===== config.mk =====
export PLATFORM = sky130hd
export DESIGN_NAME = page_replacement_policy_core
export DESIGN_NICKNAME = d
export VERILOG_FILES = /design/src/hw/rtl/prp_pkg.sv /design/src/hw/rtl/page_replacement_policy_core.sv /design/src/hw/rtl/prp_select.sv /design/src/hw/rtl/prp_state.sv
export SDC_FILE = /design/constraint.sdc
export NUM_CORES = 1
export LEC_CHECK = 0
export BUFFER_PORTS_ARGS = -buffer_cell sky130_fd_sc_hd__buf_2
export CORE_MARGIN = 3
export CORE_UTILIZATION = 44
export DETAILED_ROUTE_END_ITERATION = 10
export SETUP_SLACK_MARGIN = 0.5
export SYNTH_ARGS = -nofsm -noshare
export SYNTH_HDL_FRONTEND = slang
export SYNTH_SLANG_ARGS = --single-unit

===== constraint.sdc =====
create_clock -name i_clk -period 10.13 [get_ports i_clk]
set_clock_uncertainty 0.1 [all_clocks]
set_input_delay 0.5065 -clock i_clk [delete_from_list [all_inputs] [get_ports i_clk]]
set_output_delay 0.5065 -clock i_clk [all_outputs]
set_load 0.03 [all_outputs]

===== src/hw/rtl/prp_pkg.sv =====
// Package for the page replacement policy core: policy codes, config register
// indexes, fixed field widths and the per-access decision struct.
// No dependencies.
package prp_pkg;

    localparam int MODE_W       = 2;
    localparam int FRAMES_REG_W = 5;
    localparam int CFG_IDX_W    = 2;
    localparam int CFG_DATA_W   = 5;
    localparam int FRAME_IDX_W  = 4;
    localparam int FAULT_W      = 32;

    localparam logic [MODE_W-1:0] MODE_FIFO  = 2'd0;
    localparam logic [MODE_W-1:0] MODE_LRU   = 2'd1;
    localparam logic [MODE_W-1:0] MODE_CLOCK = 2'd2;

    localparam logic [CFG_IDX_W-1:0] CFG_POLICY = 2'd0;
    localparam logic [CFG_IDX_W-1:0] CFG_FRAMES = 2'd1;

    localparam logic [MODE_W-1:0]       POLICY_RESET = MODE_FIFO;
    localparam logic [FRAMES_REG_W-1:0] FRAMES_RESET = 5'd16;

    typedef struct packed {
        logic hit;
        logic cold;
        logic evict;
    } t_decision;

endpackage


===== src/hw/rtl/page_replacement_policy_core.sv =====
// Page replacement core (FIFO / LRU / CLOCK) over up to FRAMES frames. Takes one
// page reference per cycle unless a held result stalls the input, and returns one
// result beat per reference via the input register and then the result register;
// between them one combinational pass does the parallel tag compare over all
// frames, lowest-empty and victim select, and the frame state update, so the next
// reference sees the state the previous one left. Config writes are taken every
// cycle; a frame count write flushes all frames, the fault count is kept.
// Depends on prp_pkg, prp_select and prp_state.
module page_replacement_policy_core #(
    parameter int FRAMES    = 16,
    parameter int PAGE_BITS = 16
) (
    input  logic                             i_clk,
    input  logic                             i_rst_n,
    input  logic                             i_in_valid,
    output logic                             o_in_ready,
    input  logic [PAGE_BITS-1:0]             i_page_number,
    output logic                             o_out_valid,
    input  logic                             i_out_ready,
    output logic                             o_hit,
    output logic [prp_pkg::FRAME_IDX_W-1:0]  o_frame_index,
    output logic                             o_cold_fill,
    output logic                             o_evicted_valid,
    output logic [PAGE_BITS-1:0]             o_evicted_page,
    output logic [prp_pkg::FAULT_W-1:0]      o_fault_total,
    input  logic                             i_cfg_valid,
    output logic                             o_cfg_ready,
    input  logic [prp_pkg::CFG_IDX_W-1:0]    i_cfg_index,
    input  logic [prp_pkg::CFG_DATA_W-1:0]   i_cfg_data
);

    localparam int IDX_W = (FRAMES > 1) ? $clog2(FRAMES) : 1;
    localparam int CNT_W = $clog2(FRAMES + 1);
    localparam int SAT_W = (CNT_W > prp_pkg::FRAMES_REG_W) ? CNT_W : prp_pkg::FRAMES_REG_W;

    logic [prp_pkg::MODE_W-1:0]       r_policy;
    logic [prp_pkg::FRAMES_REG_W-1:0] r_frames;
    logic                             r_in_valid;
    logic [PAGE_BITS-1:0]             r_in_page;
    logic                             r_out_valid;
    logic                             r_out_hit;
    logic [prp_pkg::FRAME_IDX_W-1:0]  r_out_idx;
    logic                             r_out_cold;
    logic                             r_out_evict;
    logic [PAGE_BITS-1:0]             r_out_page;
    logic [prp_pkg::FAULT_W-1:0]      r_fault;
    logic [prp_pkg::FAULT_W-1:0]      n_fault;

    logic                cfg_we;
    logic                flush;
    logic                fire;
    logic [CNT_W-1:0]    act;
    logic [FRAMES-1:0]   act_mask;
    logic [IDX_W-1:0]    last_rank;

    prp_pkg::t_decision   dec;
    logic [IDX_W-1:0]     sel_idx;
    logic [FRAMES-1:0]    ref_clear;
    logic [PAGE_BITS-1:0] victim_page;
    logic [PAGE_BITS-1:0] frame_page [FRAMES];
    logic [FRAMES-1:0]    frame_valid;
    logic [IDX_W-1:0]     frame_rank [FRAMES];
    logic [FRAMES-1:0]    ref_bit;

    assign o_cfg_ready = 1'b1;
    assign cfg_we      = i_cfg_valid && o_cfg_ready;
    assign flush       = cfg_we && (i_cfg_index == prp_pkg::CFG_FRAMES);

    assign fire       = r_in_valid && (!r_out_valid || i_out_ready);
    assign o_in_ready = !r_in_valid || fire;

    always_comb begin
        if (r_frames == '0) begin
            act = CNT_W'(1);
        end else if (SAT_W'(r_frames) > SAT_W'(FRAMES)) begin
            act = CNT_W'(FRAMES);
        end else begin
            act = CNT_W'(r_frames);
        end
        last_rank = IDX_W'(act - CNT_W'(1));
        for (int j = 0; j < FRAMES; j++) begin
            act_mask[j] = (CNT_W'(j) < act);
        end
        n_fault = r_fault;
        if (fire && dec.evict && r_fault != '1) begin
            n_fault = r_fault + 1'b1;
        end
    end

    always_ff @(posedge i_clk) begin
        if (!i_rst_n) begin
            r_policy    <= prp_pkg::POLICY_RESET;
            r_frames    <= prp_pkg::FRAMES_RESET;
            r_in_valid  <= 1'b0;
            r_out_valid <= 1'b0;
            r_fault     <= '0;
        end else begin
            if (cfg_we && i_cfg_index == prp_pkg::CFG_POLICY) begin
                r_policy <= i_cfg_data[prp_pkg::MODE_W-1:0];
            end
            if (flush) begin
                r_frames <= i_cfg_data[prp_pkg::FRAMES_REG_W-1:0];
            end
            if (o_in_ready) begin
                r_in_valid <= i_in_valid;
            end
            if (fire) begin
                r_out_valid <= 1'b1;
            end else if (i_out_ready) begin
                r_out_valid <= 1'b0;
            end
            r_fault <= n_fault;
        end
    end

    always_ff @(posedge i_clk) begin
        if (o_in_ready && i_in_valid) begin
            r_in_page <= i_page_number;
        end
        if (fire) begin
            r_out_hit   <= dec.hit;
            r_out_idx   <= prp_pkg::FRAME_IDX_W'(sel_idx);
            r_out_cold  <= dec.cold;
            r_out_evict <= dec.evict;
            r_out_page  <= victim_page;
        end
    end

    prp_select #(
        .FRAMES    (FRAMES),
        .PAGE_BITS (PAGE_BITS),
        .IDX_W     (IDX_W)
    ) u_select (
        .i_page        (r_in_page),
        .i_frame_page  (frame_page),
        .i_frame_valid (frame_valid),
        .i_frame_rank  (frame_rank),
        .i_ref_bit     (ref_bit),
        .i_act_mask    (act_mask),
        .i_last_rank   (last_rank),
        .i_mode        (r_policy),
        .o_dec         (dec),
        .o_idx         (sel_idx),
        .o_ref_clear   (ref_clear),
        .o_victim_page (victim_page)
    );

    prp_state #(
        .FRAMES    (FRAMES),
        .PAGE_BITS (PAGE_BITS),
        .IDX_W     (IDX_W)
    ) u_state (
        .i_clk         (i_clk),
        .i_rst_n       (i_rst_n),
        .i_update      (fire),
        .i_flush       (flush),
        .i_dec         (dec),
        .i_idx         (sel_idx),
        .i_page        (r_in_page),
        .i_mode        (r_policy),
        .i_ref_clear   (ref_clear),
        .o_frame_page  (frame_page),
        .o_frame_valid (frame_valid),
        .o_frame_rank  (frame_rank),
        .o_ref_bit     (ref_bit)
    );

    assign o_out_valid     = r_out_valid;
    assign o_hit           = r_out_hit;
    assign o_frame_index   = r_out_idx;
    assign o_cold_fill     = r_out_cold;
    assign o_evicted_valid = r_out_evict;
    assign o_evicted_page  = r_out_page;
    assign o_fault_total   = r_fault;

    a_one_outcome: assert property (@(posedge i_clk) disable iff (!i_rst_n)
        fire |-> $onehot({dec.hit, dec.cold, dec.evict}))
        else $error("access outcome is not exactly one of hit, cold fill, evict");

    a_fault_step: assert property (@(posedge i_clk) disable iff (!i_rst_n)
        fire && !dec.evict |=> r_fault == $past(r_fault))
        else $error("fault count moved without an eviction");

    a_no_evict_page: assert property (@(posedge i_clk) disable iff (!i_rst_n)
        o_out_valid && !o_evicted_valid |-> o_evicted_page == '0)
        else $error("evicted page nonzero on a beat without eviction");

endmodule


===== src/hw/rtl/prp_select.sv =====
// Per-access lookup: parallel tag compare over the active frames, lowest-empty
// search and FIFO/LRU/CLOCK victim choice. Pure combinational.
// Depends on prp_pkg.
module prp_select #(
    parameter int FRAMES    = 16,
    parameter int PAGE_BITS = 16,
    parameter int IDX_W     = 4
) (
    input  logic [PAGE_BITS-1:0]      i_page,
    input  logic [PAGE_BITS-1:0]      i_frame_page [FRAMES],
    input  logic [FRAMES-1:0]         i_frame_valid,
    input  logic [IDX_W-1:0]          i_frame_rank [FRAMES],
    input  logic [FRAMES-1:0]         i_ref_bit,
    input  logic [FRAMES-1:0]         i_act_mask,
    input  logic [IDX_W-1:0]          i_last_rank,
    input  logic [prp_pkg::MODE_W-1:0] i_mode,
    output prp_pkg::t_decision        o_dec,
    output logic [IDX_W-1:0]          o_idx,
    output logic [FRAMES-1:0]         o_ref_clear,
    output logic [PAGE_BITS-1:0]      o_victim_page
);

    function automatic logic [IDX_W-1:0] f_first(input logic [FRAMES-1:0] v);
        logic [IDX_W-1:0] r;
        r = '0;
        for (int j = FRAMES - 1; j >= 0; j--) begin
            if (v[j]) r = IDX_W'(j);
        end
        return r;
    endfunction

    logic [FRAMES-1:0] hit_vec;
    logic [FRAMES-1:0] empty_vec;
    logic [FRAMES-1:0] clear_vec;
    logic [FRAMES-1:0] oldest_vec;
    logic [FRAMES-1:0] below_vec;
    logic [IDX_W-1:0]  clock_idx;
    logic [IDX_W-1:0]  rank_idx;
    logic              found;
    logic              has_empty;
    logic              has_clear;

    always_comb begin
        for (int j = 0; j < FRAMES; j++) begin
            hit_vec[j]    = i_act_mask[j] & i_frame_valid[j] & (i_frame_page[j] == i_page);
            empty_vec[j]  = i_act_mask[j] & ~i_frame_valid[j];
            clear_vec[j]  = i_act_mask[j] & ~i_ref_bit[j];
            oldest_vec[j] = i_act_mask[j] & i_frame_valid[j] & (i_frame_rank[j] == i_last_rank);
        end
        found     = |hit_vec;
        has_empty = |empty_vec;
        has_clear = |clear_vec;
        clock_idx = has_clear ? f_first(clear_vec) : '0;
        rank_idx  = f_first(oldest_vec);

        for (int j = 0; j < FRAMES; j++) begin
            below_vec[j] = has_clear ? (IDX_W'(j) < clock_idx) : i_act_mask[j];
        end

        o_dec.hit   = found;
        o_dec.cold  = !found && has_empty;
        o_dec.evict = !found && !has_empty;

        if (found) begin
            o_idx = f_first(hit_vec);
        end else if (has_empty) begin
            o_idx = f_first(empty_vec);
        end else if (i_mode == prp_pkg::MODE_CLOCK) begin
            o_idx = clock_idx;
        end else begin
            o_idx = rank_idx;
        end

        o_ref_clear   = (o_dec.evict && i_mode == prp_pkg::MODE_CLOCK) ? below_vec : '0;
        o_victim_page = o_dec.evict ? i_frame_page[o_idx] : '0;
    end

endmodule


===== src/hw/rtl/prp_state.sv =====
// Frame state: page tags, valid bits, age ranks and reference bits, updated
// once per processed access; flushed on a frame count write.
// Depends on prp_pkg.
module prp_state #(
    parameter int FRAMES    = 16,
    parameter int PAGE_BITS = 16,
    parameter int IDX_W     = 4
) (
    input  logic                       i_clk,
    input  logic                       i_rst_n,
    input  logic                       i_update,
    input  logic                       i_flush,
    input  prp_pkg::t_decision         i_dec,
    input  logic [IDX_W-1:0]           i_idx,
    input  logic [PAGE_BITS-1:0]       i_page,
    input  logic [prp_pkg::MODE_W-1:0] i_mode,
    input  logic [FRAMES-1:0]          i_ref_clear,
    output logic [PAGE_BITS-1:0]       o_frame_page [FRAMES],
    output logic [FRAMES-1:0]          o_frame_valid,
    output logic [IDX_W-1:0]           o_frame_rank [FRAMES],
    output logic [FRAMES-1:0]          o_ref_bit
);

    logic [PAGE_BITS-1:0] r_page [FRAMES];
    logic [FRAMES-1:0]    r_valid;
    logic [IDX_W-1:0]     r_rank [FRAMES];
    logic [FRAMES-1:0]    r_ref;

    logic [FRAMES-1:0]    n_valid;
    logic [IDX_W-1:0]     n_rank [FRAMES];
    logic [FRAMES-1:0]    n_ref;
    logic [IDX_W-1:0]     rank_limit;
    logic                 touch;
    logic                 is_self;

    always_comb begin
        touch      = !i_dec.hit || (i_mode == prp_pkg::MODE_LRU);
        rank_limit = r_valid[i_idx] ? r_rank[i_idx] : i_idx;
        for (int j = 0; j < FRAMES; j++) begin
            is_self    = (IDX_W'(j) == i_idx);
            n_valid[j] = r_valid[j];
            n_rank[j]  = r_rank[j];
            n_ref[j]   = r_ref[j];
            if (i_flush) begin
                n_valid[j] = 1'b0;
                n_rank[j]  = '0;
                n_ref[j]   = 1'b0;
            end else if (i_update) begin
                if (touch) begin
                    if (is_self) begin
                        n_rank[j] = '0;
                    end else if (r_valid[j] && r_rank[j] < rank_limit) begin
                        n_rank[j] = r_rank[j] + 1'b1;
                    end
                end
                if (!i_dec.hit) begin
                    if (is_self) begin
                        n_valid[j] = 1'b1;
                        n_ref[j]   = 1'b1;
                    end else if (i_ref_clear[j]) begin
                        n_ref[j] = 1'b0;
                    end
                end else if (is_self && i_mode == prp_pkg::MODE_CLOCK) begin
                    n_ref[j] = 1'b1;
                end
            end
        end
    end

    always_ff @(posedge i_clk) begin
        if (!i_rst_n) begin
            r_valid <= '0;
            r_ref   <= '0;
            for (int j = 0; j < FRAMES; j++) begin
                r_rank[j] <= '0;
            end
        end else begin
            r_valid <= n_valid;
            r_ref   <= n_ref;
            for (int j = 0; j < FRAMES; j++) begin
                r_rank[j] <= n_rank[j];
            end
        end
    end

    always_ff @(posedge i_clk) begin
        if (i_update && !i_dec.hit) begin
            r_page[i_idx] <= i_page;
        end
    end

    assign o_frame_page  = r_page;
    assign o_frame_valid = r_valid;
    assign o_frame_rank  = r_rank;
    assign o_ref_bit     = r_ref;

endmodule


# Yosys cells after proc, flatten, opt, wreduce, memory -nomap -nowiden
# Cells that the tools add are included.
[totals]
output_inout_bits = 58
register_bits = 432
rom_bits = 0
input_bits = 28
latch_bits = 0
elab_cells = 662
n_memories = 0
mem_bits_rw = 0
[classes]
magnitude_cmp = 52
div = 0
add_sub_neg = 18
n_mul = 0
n_reduce_logical = 138
n_eq_ne = 67
n_bitwise = 115
n_mux = 197
n_shift = 0
[op_table]
columns = ["op", "count"]
rows = [
  ["4-bit 2-to-1 mux", 103],
  ["256-bit bitwise mux", 1],
  ["16-bit == test", 16],
  ["3-bit AND reduction", 48],
  ["1-bit 2-to-1 mux", 83],
  ["1-bit AND", 80],
  ["4-bit by 1-bit adder with 4-bit output, second input constant", 16],
  ["16-bit binary-select mux with 4-bit select", 1],
  ["16-bit demux with 4-bit select", 1],
  ["4-bit == test", 16],
  ["4-bit less-than comparator", 16],
  ["16-bit 2-to-1 mux", 4],
  ["3-bit nonzero test", 16],
  ["16-bit OR reduction", 3],
  ["1-bit logical AND", 43],
  ["4-bit by 5-bit less-than comparator with 1-bit output, first input constant", 8],
  ["1-bit inverter", 34],
  ["2-bit nonzero test", 17],
  ["32-bit by 1-bit adder with 32-bit output, second input constant", 1],
  ["4-bit == test, first input constant", 8],
  ["4-bit less-than comparator, first input constant", 8],
  ["2-bit by 1-bit inequality test with 1-bit output, second input constant", 16],
  ["32-bit inequality test, second input constant", 1],
  ["3-bit by 5-bit less-than comparator with 1-bit output, first input constant", 4],
  ["25 further kinds", 43],
]

# Logic depth before layout (Yosys ltp)
# Gate-level depths: netlist of run 1.
[logic_depth]
depth_word = 34
mapped_depth = 32
mapped_depth_nobuf = 26

# Hierarchy
# From an unflattened synthesis of run 1, not the netlist that was laid out.
[unflattened]
hier_cells = 2648
area_unflattened_um2 = 27216.1
[by_module_without_submodules]
columns = ["mod", "cells_each", "area_each_um2", "instances", "seq_area_each_um2"]
rows = [
  ["prp_state", 1108, 14990.6, 1, 9609.2],
  ["prp_select", 1215, 8719.6, 1, 0.0],
  ["page_replacement_policy_core", 325, 3505.9, 1, 1991.9],
]

# Least setup slack after synthesis of run 1
# Ideal clock, no wire load.
[synth_path]
path_type = "register to register"
start = "register r_frames[4] (netlist name)"
end = "register u_state.r_rank (netlist bit u_state.o_frame_rank[35])"
t_required_ps = 9956
setup_ps = 74
arrival_time_ps = 6498
period_less_slack_ps = 6672
path_buffers = 6
path_stages_with_launch = 31
path_slack_ps = 3458
cell_sequence = "dfxtp_1 buf_6 or4_1 buf_2 nand2_2 inv_1 ha_1 buf_2 xnor2_2 xnor2_1 nor4_1 a21o_1 a32o_1 a211oi_4 nor2_4 clkinv_4 buf_4 clkbuf_1 clkbuf_1 nand2_1 nand2_1 o21ai_0 o211ai_1 a31oi_1 ha_1 o21ai_0 a21oi_2 o41ai_4 nand4_1 or3_1 a31oi_1"
[synth_between]
elab_chain_cells = 34
elab_cells_between_ends = 203
classes_between = "add/sub (1); order compare (18); eq/ne (17); mux (77); bitwise (81); reduce/logical (9)"
[synth_lines]
columns = ["element", "line_no", "source"]
rows = [
  ["start, declared", "page_replacement_policy_core.sv:37", "logic [prp_pkg::FRAMES_REG_W-1:0] r_frames;"],
  ["start signal, assigned", "page_replacement_policy_core.sv:93", "r_frames <= prp_pkg::FRAMES_RESET;"],
  ["start signal, assigned", "page_replacement_policy_core.sv:102", "r_frames <= i_cfg_data[prp_pkg::FRAMES_REG_W-1:0];"],
  ["5-bit > comparator", "page_replacement_policy_core.sv:75", "end else if (SAT_W'(r_frames) > SAT_W'(FRAMES)) begin"],
  ["5-bit 2-to-1 mux", "page_replacement_policy_core.sv:75", ""],
  ["5-bit 2-to-1 mux *", "page_replacement_policy_core.sv:73", "if (r_frames == '0) begin"],
  ["4-bit by 1-bit subtractor with 4-bit output or 4-bit by 5-bit less-than comparator with 1-bit output (tied branches)", "page_replacement_policy_core.sv:80, page_replacement_policy_core.sv:82", ""],
  ["4-bit == test, or another cell as far along", "prp_select.sv:48", "oldest_vec[j] = i_act_mask[j] & i_frame_valid[j] & (i_frame_rank[j] == i_last_rank);"],
  ["1-bit AND or 4-bit 2-to-1 mux (tied branches)", "prp_select.sv:48, prp_select.sv:27", ""],
  ["4-bit 2-to-1 mux (15 in series)", "prp_select.sv:27", "if (v[j]) r = IDX_W'(j);"],
  ["4-bit 2-to-1 mux (on tied branches)", "prp_select.sv:27, prp_select.sv:53", ""],
  ["[... 3 more ...]", "--", ""],
  ["4-bit inverter with 5-bit output (implied by the code)", "prp_state.sv:38", "rank_limit = r_valid[i_idx] ? r_rank[i_idx] : i_idx;"],
  ["4-bit binary-select mux with 4-bit select", "prp_state.sv:38", ""],
  ["4-bit 2-to-1 mux (implied by the code) (2 in series)", "prp_state.sv:38", ""],
  ["4-bit 2-to-1 mux", "prp_state.sv:38", ""],
  ["4-bit less-than comparator", "prp_state.sv:52", "end else if (r_valid[j] && r_rank[j] < rank_limit) begin"],
  ["1-bit logical AND", "prp_state.sv:52", ""],
  ["2-bit nonzero test (no line)", "--", ""],
  ["3-bit AND reduction (no line)", "--", ""],
  ["end signal, assigned by index", "prp_state.sv:81", "r_rank[j] <= n_rank[j];"],
  ["end, declared", "prp_state.sv:26", "logic [IDX_W-1:0] r_rank [FRAMES];"],
]
# Every way passes the cells marked *; elsewhere a longest branch is shown, timed or not. The select of a mux whose other input is x is not followed.
# A chain may end at the register's enable or synchronous reset.

# Worst setup path in the final report of run 1
# Ends and elaborated chain as after synthesis.

==> results.txt, run 1 <==
The die is 249 um wide. Data on the critical path arrives at its endpoint at 8.93 ns. Hold timing on the final database bottoms out at a slack of 0.0646 ns. The final critical-path required period works out to 8.52 ns. The required time at the endpoint of the critical path is 10.54 ns. TritonCTS built the clock tree. The tools report the initial antenna violation count as 2. Setup repair after global routing left no endpoint under its margin. For this design the ratio of total power to cell area is 138 nW/um^2. The tools report the via count of the first global-routing pass as 21300. The clock tree synthesis step divided the H-tree into 2 levels. The tools report the type of element launching the critical path as a flip-flop.

By area the synthesized netlist is led by sky130_fd_sc_hd__edfxtp_1 (34%), sky130_fd_sc_hd__dfxtp_1 (11%), sky130_fd_sc_hd__xor2_1 (7.3%), sky130_fd_sc_hd__nand2_1 (6.6%), sky130_fd_sc_hd__nand3_1 (5.0%). The post-synthesis sequential area ratio was 0.447. Number of iterations in the first detailed-routing pass: 7. For the maximum clock frequency, the log shows 117 MHz. The fraction of synthesized cell area taken by the top area cell type works out to 0.341. After detailed placement, the design holds a cell count of 3546. The first global-routing pass estimated 138 mm of wire. From synthesis to final layout, the design area changed by 11.5%. The tools report the clock root buffer master as sky130_fd_sc_hd__clkbuf_16.

The number of filler cells placed in the layout came out at 5344. Post-CTS repair changed the size of 0 cells. The synthesized design spends more area on one cell type than any other, namely sky130_fd_sc_hd__edfxtp_1. The first routing iteration left 2849 violations.

In this run the mean area of a mapped cell was 9.35 sq um. The logs give 16 for the count of hold buffers inserted by post-cts repair and 0 ns for the final total negative setup slack. The number of placement rows was 88; the register area was 11600 sq um. For this run, the slowest stage of the critical path takes 0.95 ns.

The run gives 0.290 as the aggregate global-route resource usage. The count of yosys warnings during synthesis was 0. The clock reaches the later pin of the worst-skew pair after 0.61 ns.

The share of layout cells above drive strength 1 is 0.104. After global routing the overflow that remains totals 0. The cell at the slowest stage of the critical path is sky130_fd_sc_hd__ha_1.

In this run the worst path has a maximum fanout of 38. The multi-input gate area in the final layout was 13600 sq um. The leakage power summed over all cells is 10.4 nW, and the number of setup buffers added after CTS is 0.

The cell family contributing the most delay on the critical path is compound AO/OA/AOI/OAI gates. The net switching power was 1.01 mW; the CTS sink count was 432. For the number of max-slew violations in the final report, the log shows 0. Clock-pin slew was measured on the worst setup and hold paths at 0.06 ns. The worst setup path is of the flip-flop to flip-flop kind.

Synthesis produced a netlist with a net count of 2871. The tools report the total of endpoints with negative setup slack in the final report as 0. The sum of internal, switching and leakage power was 3.98 mW; the number of remaining DRC errors was 0. The critical path contains buffers and inverters numbering 4 combined. Number of buffers created by CTS: 48. Counting distinct cell types in the post-synthesis netlist gives 112.

Setup slack on the worst reg-to-reg path comes out at 1.61 ns. IR analysis of the VDD net gives a maximum drop of 0.120 mV. The starting density of the core came out at 0.448. At the end of routability-driven placement, the weighted congestion stood at 0.987.

Measured along the y axis, the die boundary spans 249 um. The tools report the combinational group share of total power as 0.085. Detailed placement finished with a half-perimeter wire length of 66.3 mm. The fraction of registers with async set or reset after synthesis is 0. The run finished with clean final reports. The slew at the pin closest to its max-slew limit came out at 1.27 ns. The headroom to the max-slew limit was 0.152; the fraction of power consumed by sequential logic was 0.482.

The residual antenna-violating net count after detailed routing was 0. The final-report hold violation count came out at 0. The worst setup path is captured at a flip-flop. The internal power of the cells totals 2.98 mW. Type of the worst min-delay path: input port to flip-flop. The proportion of power drawn by the clock network came out at 0.433. The logs give 0 for the count of maximum capacitance violations and 2777 for the count of mapped cells out of synthesis.

The die covers 62000 sq um. The fraction of power spent switching nets was 0.253; the core footprint was 58000 sq um. The final layout contains routed wiring with a total length of 92.7 mm.

In this run the cell area of the synthesized design comes to 26000 sq um. In the final routed layout, each cell accounts on average for 25.4 um. Summing over every cut layer, the via total after detailed routing is 22400.

Entering global routing, the biggest net connects 158 pins. The clock passes through at most 3 buffers. In this run, synthesis produced a sequential element count of 432. The count of port buffers added during placement is 84, and the number of enable flip-flop cells after synthesis is 295. Among all flip-flop cells after synthesis, the most frequent one is sky130_fd_sc_hd__edfxtp_1. The number of top-level design ports was 86; the final period utilization was 0.841. The finished layout holds 3647 standard cells, fillers aside.

For the fraction of the core area covered by cells at the end of the flow, the log shows 0.499. In the routed layout, each cell is associated on average with a via count of 6.15. After the last flow step, the layout net total stands at 2941.
## metrics by stage
stage	instance area, sq um	worst slack [ns]
after global routing	28900	1.06
after global placement	27300	1.90
final	29000	1.61
after floorplan	26000	3.46
after detailed placement	27300	1.75
after CTS	28900	1.75
## flip-flops by register name, indices dropped and copies added (netlist names), 2 cells and up
register	count
r_frames	5
u_state.o_frame_page	256
r_in_page	16
u_state.o_frame_rank	64
o_frame_index	4
u_state.o_ref_bit	16
o_fault_total	32
o_evicted_page	16
u_state.o_frame_valid	16
r_policy	2
## area by class of cell
class / count / share of cell area
Multi-Input combinational cell: 2158 / 0.469
Timing Repair Buffer: 176 / 0.0411
Antenna cell: 2 / 0.000173
Tap cell: 765 / 0.0331
Inverter: 31 / 0.00419
Clock inverter: 15 / 0.00575
Clock buffer: 68 / 0.0465
Sequential cell: 432 / 0.401
## layout by cell type (no fill, tap or decap), drive strengths merged, types with 36 or more instances in the layout
| cell | instances |
|---|---|
| a21oi | 105 |
| and2 | 44 |
| and3 | 36 |
| buf | 160 |
| clkbuf | 68 |
| dfxtp | 137 |
| edfxtp | 295 |
| ha | 66 |
| nand2 | 456 |
| nand3 | 258 |
| nand4 | 54 |
| nor2 | 198 |
| nor3 | 52 |
| nor4 | 72 |
| o21ai | 91 |
| xnor2 | 127 |
| xor2 | 215 |
## cell families after synthesis
family	count (synthesis)	synth area share
XOR/XNOR	350	0.123
buffers and inverters	187	0.0323
other	1	0.000144
flip-flops	432	0.447
multiplexers	19	0.00742
AO/OA/AOI/OAI	411	0.113
adder cells (fa/ha/maj)	66	0.0318
AND/OR/NAND/NOR	1311	0.246
## tightest hold or removal path: cells and delay by family
| family | cells | cell delay, ns |
|---|---|---|
| simple gates | 1 | 0.06 |
| compound gates | 1 | 0.07 |
| buf+inv | 1 | 0.08 |
## cells in the mapped netlist (all sizes together), types with 14 or more instances
library cell and n:
nor2b 20, nand2 456, nor2 198, and3 36, nor4 72, inv 28
o22ai 20, xor2 215, ha 66, a22oi 14, a21oi 105, mux2i 17
or3 22, clkbuf 83, nand3 258, nand4 54, a31oi 26, buf 73
xnor2 127, nor3 52, dfxtp 137, and2 44, nand2b 24, nand3b 16
edfxtp 295, o21ai 91
## power groups by stage
stage                     combinational, mW  sequential (mW)  clock (mW)
after floorplan                       0.215             1.95           0
after global placement                0.326             1.96           0
after detailed placement              0.329             1.96           0
after CTS                             0.335             1.92        1.75
after global routing                  0.364             1.92        1.82
final                                 0.340             1.92        1.72
## metal layers
metal  up-vias  wire [um]  global-route usage
met5         -         13                   0
met3       168       8750              0.0459
met2      1146      40300               0.440
li1      10200          -                   -
met1     10900      40500               0.422
met4         2       3100              0.0954
## path summary, 6_finish.rpt
path,from,end,cells after the start
max,r_frames[4]$_SDFFE_PN1P_,u_state.o_frame_rank[35]$_SDFFE_PP0P_,26
min,i_cfg_data[4],r_frames[4]$_SDFFE_PN1P_,3
max reg2reg,r_frames[4]$_SDFFE_PN1P_,u_state.o_frame_rank[35]$_SDFFE_PP0P_,26
min reg2reg,u_state.o_ref_bit[11]$_SDFFE_PP0P_,u_state.o_ref_bit[11]$_SDFFE_PP0P_,2
(Power assumes the default switching activity.)
==> run 2: changes to the inputs <==
clock period = 7.1 ns   (was 10.13 ns; I/O delays follow)
==> run 2 against run 1 <==
Against the previous run: global-route usage increased by 0.16 points; sequential cell count unchanged; non-clock buffer count increased by 62; sequential power increased by 42%; critical path depth decreased by 8; first-iteration DRC count decreased by 13%; design area increased by 2.8%; fmax increased by 34%; register-to-register slack got worse by 0.88 ns; critical endpoint is now u_state.o_frame_page[169]$_DFFE_PP_; highest routed layer is now met4.
==> results.txt, run 2 (same netlist as run 1, synthesis figures left out) <==
The final critical-path required period is 6.37 ns (-2.15 ns). The combinational group share of total power came out at 0.089 (+0.004). The power density of the placed cells is 199 nW/um^2 (+44%). The run gives 86 (unchanged) as the number of top-level design ports. Detailed-routed wire length on met2: 41.2 mm (+2.3%). The logs give 0.460 (-0.022) for the fraction of power consumed by sequential logic and 0 (unchanged) for the total grt overflow. The headroom to the max-slew limit was 0.203 (+0.0513). For the via count of the first global-routing pass, the log shows 21600 (+1.4%). The logs give 11600 sq um (unchanged) for the register area and 0.291 (+0.00164) for the aggregate global-route resource usage. The total via count after detailed routing came out at 22800 (+1.5%). The run finished with clean final reports. Detailed placement HPWL: 66.8 mm (+0.77%). The final wirelength was 93.4 mm (+0.79%). The mean number of vias per cell works out to 6.13 (-0.27%). The antenna diode count was 0 (-2); the routed metal-1 wirelength was 40.3 mm (-0.45%). The run gives 58000 sq um (unchanged) as the core footprint. The horizontal extent of the die was 249 um (unchanged). The leakage power summed over all cells was 10.9 nW (+4.4%). The number of max-slew violations in the final report was 0 (unchanged); the pin count of the biggest net entering global routing was 80 (-49%). The wire length of the first global-routing pass was 139 mm (+0.65%); the iteration-0 DRC count of the detailed router was 2469 (-13%). Tracing the worst setup path back leads to its startpoint at r_frames[4]$_SDFFE_PN1P_.

The worst setup path is captured at a flip-flop. The number of nets in the final layout is 3004 (+2.1%), and the floorplan die area is 62000 sq um (unchanged). For the final-report hold violation count, the log shows 0 (unchanged). The CTS sink count is 432 (unchanged), and the multi-input gate area in the final layout is 13600 sq um (+0.58%). The maximum buffer depth of the clock tree was 3 (unchanged).

The run gives 0 (-2) as the initial antenna violation count. The tools report the clock latency reported for the late side of the worst-skew pair as 0.62 ns (about the same). Highest fanout seen on the critical path: 37 (-2.6%).

The number of H-tree levels is 2 (unchanged), and the number of buffers created by CTS is 49 (+2.1%). The flip-flop count of the largest register after layout was 256 (unchanged); the die height was 249 um (unchanged). The number of filler cells placed in the layout is 5280 (-1.2%).

The type of the worst min-delay path was input port to flip-flop. Type of element launching the critical path: a flip-flop. The count of port buffers added during placement is 84 (unchanged), and the post-layout instance count excluding filler cells is 3713 (+1.8%). The count of maximum capacitance violations was 0 (unchanged); the net switching power was 1.46 mW (+46%). For the residual antenna-violating net count after detailed routing, the log shows 0 (unchanged). Setup repair after global routing left no endpoint under its margin.

Fraction of power spent switching nets: 0.248 (-0.00491). For the starting density of the core, the log shows 0.448 (unchanged). The top cell types in the final layout, fill and taps aside, are sky130_fd_sc_hd__nand2_1 (453), sky130_fd_sc_hd__edfxtp_1 (295), sky130_fd_sc_hd__nand3_1 (258), sky130_fd_sc_hd__xor2_1 (215), sky130_fd_sc_hd__nor2_1 (195).

The number of iterations in the first detailed-routing pass was 6 (-1). The library cell used most frequently in the layout, excluding fill and tap cells, is sky130_fd_sc_hd__nand2_1. Start point of the worst hold path: i_cfg_index[1]. The tools report the total of endpoints with negative setup slack in the final report as 0 (unchanged). The tools report the startpoint of the most critical register-to-register path as r_frames[4]$_SDFFE_PN1P_. The logs give 3580 (+0.96%) for the number of placed instances with taps included and 7.30 ns (-3.24 ns) for the required time at the endpoint of the critical path. The detailed-route wire length per cell was 25.2 um (-1.0%). The clock-pin slew on the worst setup and hold paths came out at 0.06 ns (about the same). For the final RePlAce weighted congestion, the log shows 1.01 (+2.6%). The number of placement rows was 88 (unchanged). The maximum clock frequency is 157 MHz (+34%). The tools report the proportion of power drawn by the clock network as 0.451 (+0.018). The run gives 0 ns (unchanged) as the final total negative setup slack.

The final period utilization came out at 0.897 (+0.0563). The root buffer cell chosen for the clock tree is sky130_fd_sc_hd__clkbuf_16. Uppermost metal layer occupied by signal nets: met4. TritonCTS built the clock tree. The logs give 8.60 mm (-1.7%) for the routed length on met3 and 6.57 ns (-2.36 ns) for the arrival time of data at the critical path endpoint.

For the internal portion of total power, the log shows 4.45 mW (+49%). For the number of remaining DRC errors, the log shows 0 (unchanged). The worst setup path is of the flip-flop to flip-flop kind. For the worst IR drop on VDD, the log shows 0.209 mV (+75%). Compared with the post-synthesis result, the final layout area differs by 14.6%. The share of layout cells above drive strength 1 works out to 0.126 (+0.0213). The slew at the pin closest to its max-slew limit came out at 1.18 ns (-0.0872 ns).
-- run 2: cell count changes in the layout (fill, tap and decap cells not counted), moves of 2 or more --
cell                            previous run  this run
sky130_fd_sc_hd__buf_12                    3         9
sky130_fd_sc_hd__buf_4                    73       118
sky130_fd_sc_hd__buf_6                     0         3
sky130_fd_sc_hd__bufinv_16                 2         8
sky130_fd_sc_hd__clkbuf_1                 14        11
sky130_fd_sc_hd__clkbuf_8                  5         1
sky130_fd_sc_hd__clkinv_1                  6         8
sky130_fd_sc_hd__clkinv_2                  3        11
sky130_fd_sc_hd__clkinv_4                  2         0
sky130_fd_sc_hd__clkinvlp_4                2         0
sky130_fd_sc_hd__diode_2                   2         0
sky130_fd_sc_hd__dlygate4sd3_1            16        23
-- run 2: cell type report --
class                           count  share of cell area
Sequential cell                   432               0.390
Multi-Input combinational cell   2158               0.458
Tap cell                          765              0.0322
Clock inverter                     28              0.0127
Inverter                           31             0.00442
Timing Repair Buffer              238              0.0593
Clock buffer                       61              0.0431
-- run 2: path summary, 6_finish.rpt --
path | endpoint | slack, ns | depth (start not counted)
setup / recovery | u_state.o_frame_page[169]$_DFFE_PP_ | 0.73 | 18
hold / removal | r_policy[1]$_SDFFE_PN0P_ | 0.07 | 4
setup reg to reg | u_state.o_frame_page[169]$_DFFE_PP_ | 0.73 | 18
hold reg to reg | u_state.o_ref_bit[3]$_SDFFE_PP0P_ | 0.40 | 2
-- run 2: layer usage --
| metal | track usage | vias up |
|---|---|---|
| li1 | - | 10300 |
| met1 | 0.414 | 11100 |
| met2 | 0.451 | 1147 |
| met3 | 0.0544 | 181 |
| met4 | 0.0917 | 0 |
| met5 | 0 | - |
-- run 2: power by group through the flow --
stage | sequential, mW | clock, mW | combinational, mW
after floorplan | 2.79 | 0 | 0.307
final | 2.72 | 2.67 | 0.527
after global routing | 2.72 | 2.81 | 0.563
after detailed placement | 2.78 | 0 | 0.489
after CTS | 2.73 | 2.71 | 0.501
after global placement | 2.78 | 0 | 0.486
-- run 2: critical path: stages, from the launching register on --
cell and delay (ns):
sky130_fd_sc_hd__dfxtp_1 0.38, sky130_fd_sc_hd__or4_1 0.58, sky130_fd_sc_hd__nand2_2 0.09, sky130_fd_sc_hd__inv_1 0.12, sky130_fd_sc_hd__ha_4 0.34, sky130_fd_sc_hd__buf_8 0.20, sky130_fd_sc_hd__xor2_1 0.18, sky130_fd_sc_hd__nand2_1 0.08
sky130_fd_sc_hd__nor4_2 0.54, sky130_fd_sc_hd__nor4b_2 0.14, sky130_fd_sc_hd__o211ai_1 0.16, sky130_fd_sc_hd__o211ai_1 0.12, sky130_fd_sc_hd__o21ba_2 0.41, sky130_fd_sc_hd__clkinv_1 0.38, sky130_fd_sc_hd__buf_4 0.43, sky130_fd_sc_hd__nor2_1 0.83
sky130_fd_sc_hd__nand2_1 0.45, sky130_fd_sc_hd__nor2_1 0.22, sky130_fd_sc_hd__buf_4 0.27
-- run 2: timing repair --
item                                    4_1_cts  5_1_grt
pin swaps                                     1        5
hold buffers                                 23        0
endpoints found under the hold margin        25        0
endpoints found under the setup margin       66      163
buffers inserted                              4       17
gates resized for setup                       2       18
cloned                                        0        0
-- run 2: stage by stage --
stage	power, mW	util	hold WS (ns)	instance area (sq um)	worst slack [ns]
after floorplan	3.09	-	0.352	26000	0.509
after global placement	3.27	0.475	0.383	27600	0.220
after detailed placement	3.27	0.475	0.387	27600	0.139
after CTS	5.94	0.508	0.0397	29500	0.514
after global routing	6.09	0.513	0.0949	29800	0.483
final	5.91	0.513	0.0660	29800	0.730
